<file path="config.mk">
export PLATFORM = sky130hd
export DESIGN_NAME = contiguous_page_bitmap_allocator
export DESIGN_NICKNAME = d
export VERILOG_FILES = /design/src/rtl/cpba_pkg.sv /design/src/rtl/cpba_word_scan.sv /design/src/rtl/contiguous_page_bitmap_allocator.sv
export SDC_FILE = /design/constraint.sdc
export NUM_CORES = 2
export LEC_CHECK = 0
export BUFFER_PORTS_ARGS = -buffer_cell sky130_fd_sc_hd__buf_2
export CORE_MARGIN = 1
export CORE_UTILIZATION = 40
export DETAILED_ROUTE_END_ITERATION = 16
export GPL_ROUTABILITY_DRIVEN = 0
export SETUP_SLACK_MARGIN = 0.15
export SLEW_MARGIN = 40
export SYNTH_ARGS = -nofsm -noshare
export SYNTH_HDL_FRONTEND = slang
export SYNTH_SLANG_ARGS = --single-unit
</file>
<file path="constraint.sdc">
create_clock -name clk -period 9.83 [get_ports clk]
set_input_delay 0.983 -clock clk [delete_from_list [all_inputs] [get_ports clk]]
set_output_delay 0.983 -clock clk [all_outputs]
set_load 0.01 [all_outputs]
</file>
<file path="src/rtl/cpba_pkg.sv">
// ----------------------------------------------------------------------------
// cpba_pkg
// Shared widths, status codes and the word scan result for the page allocator.
// ----------------------------------------------------------------------------
package cpba_pkg;

  localparam int WORD_BITS     = 32;
  localparam int BIT_W         = 5;
  localparam int DEF_NUM_PAGES = 1024;
  localparam int COUNT_W       = 11;
  localparam int PAGE_W        = 10;
  localparam int STATUS_W      = 3;
  localparam int RUN_W         = COUNT_W + 1;

  // free-run length saturates here, above any legal count
  localparam logic [COUNT_W-1:0] RUN_SAT = '1;

  localparam logic [STATUS_W-1:0] ST_OK         = 3'd0;
  localparam logic [STATUS_W-1:0] ST_NO_SPACE   = 3'd1;
  localparam logic [STATUS_W-1:0] ST_INVALID    = 3'd2;
  localparam logic [STATUS_W-1:0] ST_FIRST_FREE = 3'd3;
  localparam logic [STATUS_W-1:0] ST_RUN_FREE   = 3'd4;

  localparam logic REQ_ALLOC = 1'b0;
  localparam logic REQ_FREE  = 1'b1;

  typedef struct packed {
    logic               hit;
    logic [BIT_W-1:0]   hit_bit;
    logic [COUNT_W-1:0] carry;
  } scan_res_t;

endpackage

</file>
<file path="src/rtl/cpba_word_scan.sv">
// ----------------------------------------------------------------------------
// cpba_word_scan
// Finds the first bit of one map word at which a free run reaches the count.
// ----------------------------------------------------------------------------
module cpba_word_scan import cpba_pkg::*; (
  input  logic [WORD_BITS-1:0] used,
  input  logic [COUNT_W-1:0]   carry_in,
  input  logic [COUNT_W-1:0]   count,
  output scan_res_t            res
);

  logic [BIT_W-1:0]     last_pos [WORD_BITS];
  logic [WORD_BITS-1:0] any_pos;
  logic [WORD_BITS-1:0] hit_vec;

  // per bit: position of the nearest used bit at or below it
  always_comb begin
    for (int i = 0; i < WORD_BITS; i++) begin
      any_pos[i]  = 1'b0;
      last_pos[i] = '0;
      for (int j = 0; j < WORD_BITS; j++) begin
        if (j <= i && used[j]) begin
          any_pos[i]  = 1'b1;
          last_pos[i] = BIT_W'(j);
        end
      end
    end
  end

  always_comb begin
    logic [RUN_W-1:0] run;
    for (int i = 0; i < WORD_BITS; i++) begin
      if (used[i]) begin
        run = '0;
      end else if (any_pos[i]) begin
        run = RUN_W'(i) - RUN_W'(last_pos[i]);
      end else begin
        run = {1'b0, carry_in} + RUN_W'(i + 1);
      end
      hit_vec[i] = (run >= {1'b0, count});
    end
  end

  always_comb begin
    logic [RUN_W-1:0] sum;
    sum         = {1'b0, carry_in} + RUN_W'(WORD_BITS);
    res.hit     = |hit_vec;
    res.hit_bit = '0;
    // lowest hit wins
    for (int i = WORD_BITS - 1; i >= 0; i--) begin
      if (hit_vec[i]) begin
        res.hit_bit = BIT_W'(i);
      end
    end
    if (any_pos[WORD_BITS-1]) begin
      res.carry = COUNT_W'(BIT_W'(WORD_BITS - 1) - last_pos[WORD_BITS-1]);
    end else if (sum > {1'b0, RUN_SAT}) begin
      res.carry = RUN_SAT;
    end else begin
      res.carry = sum[COUNT_W-1:0];
    end
  end

endmodule

</file>
<file path="src/rtl/contiguous_page_bitmap_allocator.sv">
// ----------------------------------------------------------------------------
// contiguous_page_bitmap_allocator
// First-fit allocator of contiguous page runs over a word-wide usage map.
// ----------------------------------------------------------------------------
// Usage:
//   Requests enter on the s_ channel (tuser = kind, 0 allocate, 1 free;
//   tdata = start page, page count). Every request yields exactly one result
//   word on the m_ channel (status, base page).
//   The usage map lives in a memory of 32-page words, NUM_PAGES/32 rounded up
//   deep (32 at the default), with a registered read.
//   After reset a clearing pass writes every map word to free, one word per
//   cycle; s_tready stays low until it ends.
//   One request is worked on at a time. Allocate reads the map one word per
//   cycle from word 0 until the run is found, then rewrites the words the
//   run covers. Free reads the first page's word, checks the range word by
//   word, then clears it. A bad allocate, or a free whose start page is past
//   the pool, ends at once; a free with a free first page or a bad count
//   ends after the first word read. The result then passes to the output
//   register.
//   The output register holds a result while m_tready is low; the next
//   request is then taken but its result waits until the register frees.
// ----------------------------------------------------------------------------
module contiguous_page_bitmap_allocator import cpba_pkg::*; #(
  parameter int NUM_PAGES = DEF_NUM_PAGES
) (
  input  logic        clk,
  input  logic        rst,
  input  logic        s_tvalid,
  output logic        s_tready,
  input  logic [23:0] s_tdata,   // [9:0] start_page, [20:10] page_count, rest zero
  input  logic [0:0]  s_tuser,   // [0] req_type
  output logic        m_tvalid,
  input  logic        m_tready,
  output logic [15:0] m_tdata    // [2:0] status, [12:3] base_page, rest zero
);

  localparam int NUM_WORDS = (NUM_PAGES + WORD_BITS - 1) / WORD_BITS;
  localparam int WA        = (NUM_WORDS > 1) ? $clog2(NUM_WORDS) : 1;
  localparam int GW        = WA + BIT_W;
  localparam int EXT_W     = ((GW > COUNT_W) ? GW : COUNT_W) + 1;
  localparam int LAST_BITS = NUM_PAGES - (NUM_WORDS - 1) * WORD_BITS;

  localparam logic [WORD_BITS-1:0] PAD_MASK  = ~((32'd1 << LAST_BITS) - 32'd1);
  localparam logic [EXT_W-1:0]     NP_X      = EXT_W'(NUM_PAGES);
  localparam logic [WA-1:0]        LAST_WORD = WA'(NUM_WORDS - 1);

  localparam logic [2:0] S_CLEAR  = 3'd0;
  localparam logic [2:0] S_IDLE   = 3'd1;
  localparam logic [2:0] S_SCAN   = 3'd2;
  localparam logic [2:0] S_FFIRST = 3'd3;
  localparam logic [2:0] S_FCHK   = 3'd4;
  localparam logic [2:0] S_MARK   = 3'd5;
  localparam logic [2:0] S_DONE   = 3'd6;

  function automatic logic [WORD_BITS-1:0] range_mask(
    input logic             is_lo,
    input logic [BIT_W-1:0] lo_bit,
    input logic             is_hi,
    input logic [BIT_W-1:0] hi_bit
  );
    logic [WORD_BITS-1:0] m;
    for (int i = 0; i < WORD_BITS; i++) begin
      m[i] = (!is_lo || (BIT_W'(i) >= lo_bit)) && (!is_hi || (BIT_W'(i) <= hi_bit));
    end
    return m;
  endfunction

  logic [WORD_BITS-1:0] map_mem [NUM_WORDS];

  logic [2:0]          state;
  logic [WA-1:0]       clr_addr;
  logic [PAGE_W-1:0]   req_first;
  logic [COUNT_W-1:0]  req_count;
  logic [GW-1:0]       lo;
  logic [GW-1:0]       hi;
  logic                mark_set;
  logic                iss_on;
  logic [WA-1:0]       iss_addr;
  logic [WA-1:0]       iss_last;
  logic                dat_vld;
  logic [WA-1:0]       dat_idx;
  logic [WORD_BITS-1:0] rd_data;
  logic [COUNT_W-1:0]  carry;
  logic [STATUS_W-1:0] res_status;
  logic [PAGE_W-1:0]   res_base;
  logic [STATUS_W-1:0] out_status;
  logic [PAGE_W-1:0]   out_base;

  logic                 rd_en;
  logic                 mem_we;
  logic [WA-1:0]        mem_wa;
  logic [WORD_BITS-1:0] mem_wd;
  logic [WA-1:0]        lo_word;
  logic [WA-1:0]        hi_word;
  logic [WORD_BITS-1:0] wmask;
  logic [WORD_BITS-1:0] scan_word;
  scan_res_t            scan_res;
  logic [EXT_W-1:0]     hit_base;
  logic [EXT_W-1:0]     in_first_x;
  logic [EXT_W-1:0]     in_count_x;
  logic [EXT_W-1:0]     first_x;
  logic [EXT_W-1:0]     end_x;
  logic [EXT_W-1:0]     last_x;
  logic [EXT_W-1:0]     lo_x;
  logic                 out_load;

  assign s_tready = (state == S_IDLE);
  assign m_tdata  = {3'b000, out_base, out_status};
  assign out_load = (state == S_DONE) && (!m_tvalid || m_tready);

  assign rd_en   = iss_on;
  assign lo_word = lo[GW-1:BIT_W];
  assign hi_word = hi[GW-1:BIT_W];
  assign wmask   = range_mask(dat_idx == lo_word, lo[BIT_W-1:0],
                              dat_idx == hi_word, hi[BIT_W-1:0]);

  // pages past the pool end look used to the search
  assign scan_word = rd_data | ((dat_idx == LAST_WORD) ? PAD_MASK : '0);

  cpba_word_scan u_scan (
    .used     (scan_word),
    .carry_in (carry),
    .count    (req_count),
    .res      (scan_res)
  );

  assign hit_base   = EXT_W'({dat_idx, scan_res.hit_bit}) + EXT_W'(1) - EXT_W'(req_count);
  assign in_first_x = EXT_W'(s_tdata[9:0]);
  assign in_count_x = EXT_W'(s_tdata[20:10]);
  assign first_x    = EXT_W'(req_first);
  assign end_x      = first_x + EXT_W'(req_count);
  assign last_x     = end_x - EXT_W'(1);
  assign lo_x       = EXT_W'(lo);

  assign mem_we = (state == S_CLEAR) || ((state == S_MARK) && dat_vld);
  assign mem_wa = (state == S_CLEAR) ? clr_addr : dat_idx;
  assign mem_wd = (state == S_CLEAR) ? '0 :
                  mark_set ? (rd_data | wmask) : (rd_data & ~wmask);

  always_ff @(posedge clk) begin
    if (mem_we) begin
      map_mem[mem_wa] <= mem_wd;
    end
    if (rd_en) begin
      rd_data <= map_mem[iss_addr];
    end
  end

  always_ff @(posedge clk) begin
    if (rst) begin
      state    <= S_CLEAR;
      clr_addr <= '0;
      iss_on   <= 1'b0;
      dat_vld  <= 1'b0;
      m_tvalid <= 1'b0;
    end else begin
      if (out_load) begin
        m_tvalid   <= 1'b1;
        out_status <= res_status;
        out_base   <= res_base;
      end else if (m_tready) begin
        m_tvalid <= 1'b0;
      end

      dat_vld <= rd_en;
      dat_idx <= iss_addr;
      if (rd_en) begin
        if (iss_addr == iss_last) begin
          iss_on <= 1'b0;
        end else begin
          iss_addr <= iss_addr + WA'(1);
        end
      end

      case (state)
        S_CLEAR: begin
          clr_addr <= clr_addr + WA'(1);
          if (clr_addr == LAST_WORD) begin
            state <= S_IDLE;
          end
        end
        S_IDLE: begin
          if (s_tvalid) begin
            req_first <= s_tdata[9:0];
            req_count <= s_tdata[20:10];
            res_base  <= '0;
            if (s_tuser[0] == REQ_ALLOC) begin
              if (in_count_x == '0 || in_count_x > NP_X) begin
                res_status <= ST_INVALID;
                state      <= S_DONE;
              end else begin
                iss_addr <= '0;
                iss_last <= LAST_WORD;
                iss_on   <= 1'b1;
                carry    <= '0;
                mark_set <= 1'b1;
                state    <= S_SCAN;
              end
            end else begin
              if (in_first_x >= NP_X) begin
                res_status <= ST_INVALID;
                state      <= S_DONE;
              end else begin
                iss_addr <= in_first_x[GW-1:BIT_W];
                iss_last <= in_first_x[GW-1:BIT_W];
                iss_on   <= 1'b1;
                mark_set <= 1'b0;
                state    <= S_FFIRST;
              end
            end
          end
        end
        S_SCAN: begin
          if (dat_vld) begin
            if (scan_res.hit) begin
              // rewind to the run's first word and mark it
              lo       <= hit_base[GW-1:0];
              hi       <= {dat_idx, scan_res.hit_bit};
              iss_addr <= hit_base[GW-1:BIT_W];
              iss_last <= dat_idx;
              iss_on   <= 1'b1;
              dat_vld  <= 1'b0;
              state    <= S_MARK;
            end else if (dat_idx == LAST_WORD) begin
              res_status <= ST_NO_SPACE;
              state      <= S_DONE;
            end else begin
              carry <= scan_res.carry;
            end
          end
        end
        S_FFIRST: begin
          if (dat_vld) begin
            if (!rd_data[first_x[BIT_W-1:0]]) begin
              res_status <= ST_FIRST_FREE;
              state      <= S_DONE;
            end else if (req_count == '0 || end_x > NP_X) begin
              res_status <= ST_INVALID;
              state      <= S_DONE;
            end else begin
              lo       <= first_x[GW-1:0];
              hi       <= last_x[GW-1:0];
              iss_addr <= first_x[GW-1:BIT_W];
              iss_last <= last_x[GW-1:BIT_W];
              iss_on   <= 1'b1;
              dat_vld  <= 1'b0;
              state    <= S_FCHK;
            end
          end
        end
        S_FCHK: begin
          if (dat_vld) begin
            if ((rd_data & wmask) != wmask) begin
              res_status <= ST_RUN_FREE;
              iss_on     <= 1'b0;
              dat_vld    <= 1'b0;
              state      <= S_DONE;
            end else if (dat_idx == hi_word) begin
              iss_addr <= lo_word;
              iss_last <= hi_word;
              iss_on   <= 1'b1;
              dat_vld  <= 1'b0;
              state    <= S_MARK;
            end
          end
        end
        S_MARK: begin
          if (dat_vld && dat_idx == hi_word) begin
            res_status <= ST_OK;
            res_base   <= lo_x[PAGE_W-1:0];
            state      <= S_DONE;
          end
        end
        S_DONE: begin
          if (out_load) begin
            state <= S_IDLE;
          end
        end
        default: begin
          state <= S_IDLE;
        end
      endcase

      // drop reads still in flight once the search ends without a hit
      if (state == S_SCAN && dat_vld && !scan_res.hit && dat_idx == LAST_WORD) begin
        iss_on  <= 1'b0;
        dat_vld <= 1'b0;
      end
    end
  end

  a_idle_no_write: assert property (@(posedge clk) disable iff (rst)
    state == S_IDLE |-> !mem_we)
    else $error("map written while idle");

  a_accept_drops_ready: assert property (@(posedge clk) disable iff (rst)
    s_tvalid && s_tready |=> !s_tready)
    else $error("second request taken while one is in work");

  a_fail_base_zero: assert property (@(posedge clk) disable iff (rst)
    m_tvalid && out_status != ST_OK |-> out_base == '0)
    else $error("failed result carries a base page");

  a_data_follows_read: assert property (@(posedge clk) disable iff (rst)
    dat_vld |-> $past(rd_en))
    else $error("map data marked valid without a read");

  a_mark_in_range: assert property (@(posedge clk) disable iff (rst)
    state == S_MARK && mem_we |-> dat_idx >= lo_word && dat_idx <= hi_word)
    else $error("map word written outside the run");

endmodule

</file>
==> out/results.ini <==
[global_route]
grt_use_total=0.2455
grt_pass1_wl_mm=289.7
overflow=0
antenna_found_initial=6
grt_max_degree=110
grt_pass1_vias=41130

[timing]
rsz0062_at_grt=no
report.final.hold_viol_count=0
period_share=0.9007
fin_crit_ns=8.853
setup_ws_ns=0.9765
slew_headroom=0.3540
setup_tns_ns=0
tightest_slew_ns=0.9690
fmax_mhz=113.0
fin_skew_ns=0.06052
maxSlewViolCount=0
setup_violations=0

[floorplan]
dieArea_sq_um=160200
fp.dieH_um=400.3
io_pins=47
start_util=0.4048
die_x_um=400.3
core_sq_um=156800
num_rows=145

[yosys]
ys_ff_latch=1161
ys_async_sr_fraction=0
synth_mux_area_frac=0.1303
synth_area_leaders=edfxtp_1 54%, mux4_2 12%, ha_1 8.5%, a21oi_1 2.5%, nor2_1 2.4%
synthDistinctLibCells=96
synthSimpleGateAreaFrac=0.08765
synth_area_sq_um=63450
synth-seq-area-share=0.5477
synth-xor-area-share=0.03313
postSynthCellCount=4694
ys_warn_count=0
synth_compound_area_frac=0.09284
syn_avg_cell_area_sq_um=13.52
yosysTopAreaCellShare=0.5443
synth_top_area_cell=edfxtp_1
synth_ff_type=edfxtp_1
synthAdderAreaFrac=0.08543
yosysMostFrequentCell=edfxtp_1
synth_edf_count=1150
synth_commonest_cells=1,150 x edfxtp_1, 430 x ha_1, 400 x nor2_1, 329 x mux4_2, 321 x a21oi_1
synth_top_family_by_area=multiplexers

[cts]
post_cts_resized=0
cts_buffers=113
post_cts_buffers=0
clk_pin_slew_worst_paths_ns=0.08
cts_tree=done
cts_root_buf=clkbuf_16
htreeDepth=3
clockBufferDepth=3
cts_hold_buf=0
clock-sinks=1161
clk_latency_ns=0.75

[detailed_routing]
first_pass_iters=9
drt_iter0_markers=5152
drc=0
vias=42350
vias_per_cell=6.126
routedWlPerCell_um=28.83
routed_wl_mm=199.3
drtAntennaViolNets=0

[layout]
layout-drive-gt1-share=0.1829
area_growth_pct=11.69
fin_nets=5221

[critical_path]
critPathMaxStageDelay_ns=0.65
crit_top_cell=a21oi_1
path_max_fanout=14
critical_path.endpoint_type=flip-flop
cp_slowest_cell=edfxtp_1
critPathKind=reg -> reg
cp-start-kind=flip-flop
cp_data_arrival_time_ns=9.35
cp.required_ns=10.32

[placement]
port_buffers=40
dp_slack_ns=1.085
hpwl_mm=128.6

[hold_path]
worst_hold_path_type=in -> reg

[pwr]
vdd_drop_max_uv=200.0
power.static_leakage_nw=25.07
powerDensity_nw_per_um2=245.0

[flow_run]
max_cap_viol_count=0

[status]
status=finished clean

-- layer usage --
layer  track usage  vias up  share of wire
met1        0.3268    21380           0.40
met5             0        -       0.000060
met3       0.03677      461          0.078
li1              -    18500              -
met4        0.1178        2          0.053
met2        0.3941     2015           0.47
-- layout make-up --
class                           instances  area [sq um]
Multi-Input combinational cell       3164         27760
Clock inverter                         75         609.3
Tap cell                             2058          2575
Antenna cell                            1         2.502
Inverter                              101         379.1
Fill cell                           13900         85880
Timing Repair Buffer                  219          1834
Sequential cell                      1161         34760
Clock buffer                          135          2953
-- critical path: cells and delay by family, from the launching register on --
kind	cells	cell delay [ns]
compound gates	22	4.75
xor+xnor	1	0.16
fa+ha+maj	4	1.06
buf+inv	3	0.29
flops	1	0.65
simple gates	8	1.70
-- worst paths after layout --
path	slack (ns)	to	cells after the start	startpoint
setup / recovery	0.98	iss_addr[4]	38	rd_data[5]
hold / removal	0.41	req_first[2]	1	s_tdata[2]
setup reg to reg	0.98	iss_addr[4]	38	rd_data[5]
hold reg to reg	0.41	out_base[3]	0	res_base[3]
-- power breakdown --
group / internal [mW] / leakage, nW / switching, mW / total [mW]
clock: 2.31 / 1.75 / 1.90 / 4.21
combinational: 2.61 / 12.6 / 3.84 / 6.45
sequential: 6.46 / 10.7 / 0.254 / 6.71
-- cells by family (layout without fill, tap and decap cells) --
group                    after synthesis  count (layout)
AO/OA/AOI/OAI                        921             921
XOR/XNOR                             240             240
adder cells (fa/ha/maj)              432             432
buffers and inverters                371             530
flip-flops                          1161            1161
multiplexers                         410             410
other                                  1               4
AND/OR/NAND/NOR                     1158            1158
-- placed cells by master (no fill, tap or decap), types with 16 or more instances in the layout --
master	Yosys	layout
edfxtp_1	1150	1150
ha_1	430	429
nor2_1	400	344
mux4_2	329	329
a21oi_1	321	319
nand2_1	293	292
o21ai_0	163	159
buf_4	7	159
xnor2_1	138	134
clkbuf_16	0	115
xor2_1	102	102
inv_1	99	98
a21o_1	80	80
nor3_1	71	67
nand3_1	65	65
or3_1	60	60
a211oi_1	55	54
nor2_4	0	52
nor2b_1	49	49
nand2b_1	45	45
buf_2	14	40
mux2i_1	44	39
mux2_2	37	37
a31oi_1	36	36
nand4_1	33	33
o21a_1	31	31
and3_1	30	30
clkinv_2	0	28
or2_2	27	27
clkinv_1	1	27
a22oi_1	23	23
o211ai_1	22	22
a2111oi_0	23	22
clkbuf_1	213	20
nor4_1	19	19
o2111ai_1	19	19
o22ai_1	16	16
-- registers in the layout (all words and copies together) (netlist names), 3 cells and up --
| signal | flops |
|---|---|
| dat_idx | 5 |
| hi | 10 |
| map_mem | 1024 |
| lo | 10 |
| res_status | 3 |
| iss_addr | 5 |
| iss_last | 5 |
| rd_data | 32 |
| req_count | 11 |
| out_base | 10 |
| res_base | 10 |
| clr_addr | 5 |
| out_status | 3 |
| state | 3 |
| carry | 11 |
| req_first | 10 |
-- per-stage QoR --
step / instance area, sq um / power, mW / hold WS [ns] / util / std cells
floorplan: 63460 / 10.97 / 0.4003 / - / 4696
global placement: 66830 / 13.08 / 0.4102 / 0.4264 / 6692
detailed placement: 67220 / 13.20 / 0.4066 / 0.4288 / 6701
CTS: 70780 / 17.41 / 0.3615 / 0.4515 / 6911
global route: 70870 / 18.10 / 0.3859 / 0.4521 / 6913
finish: 70870 / 17.37 / 0.4096 / 0.4521 / 6914
Power figures use the tool's default switching activity.
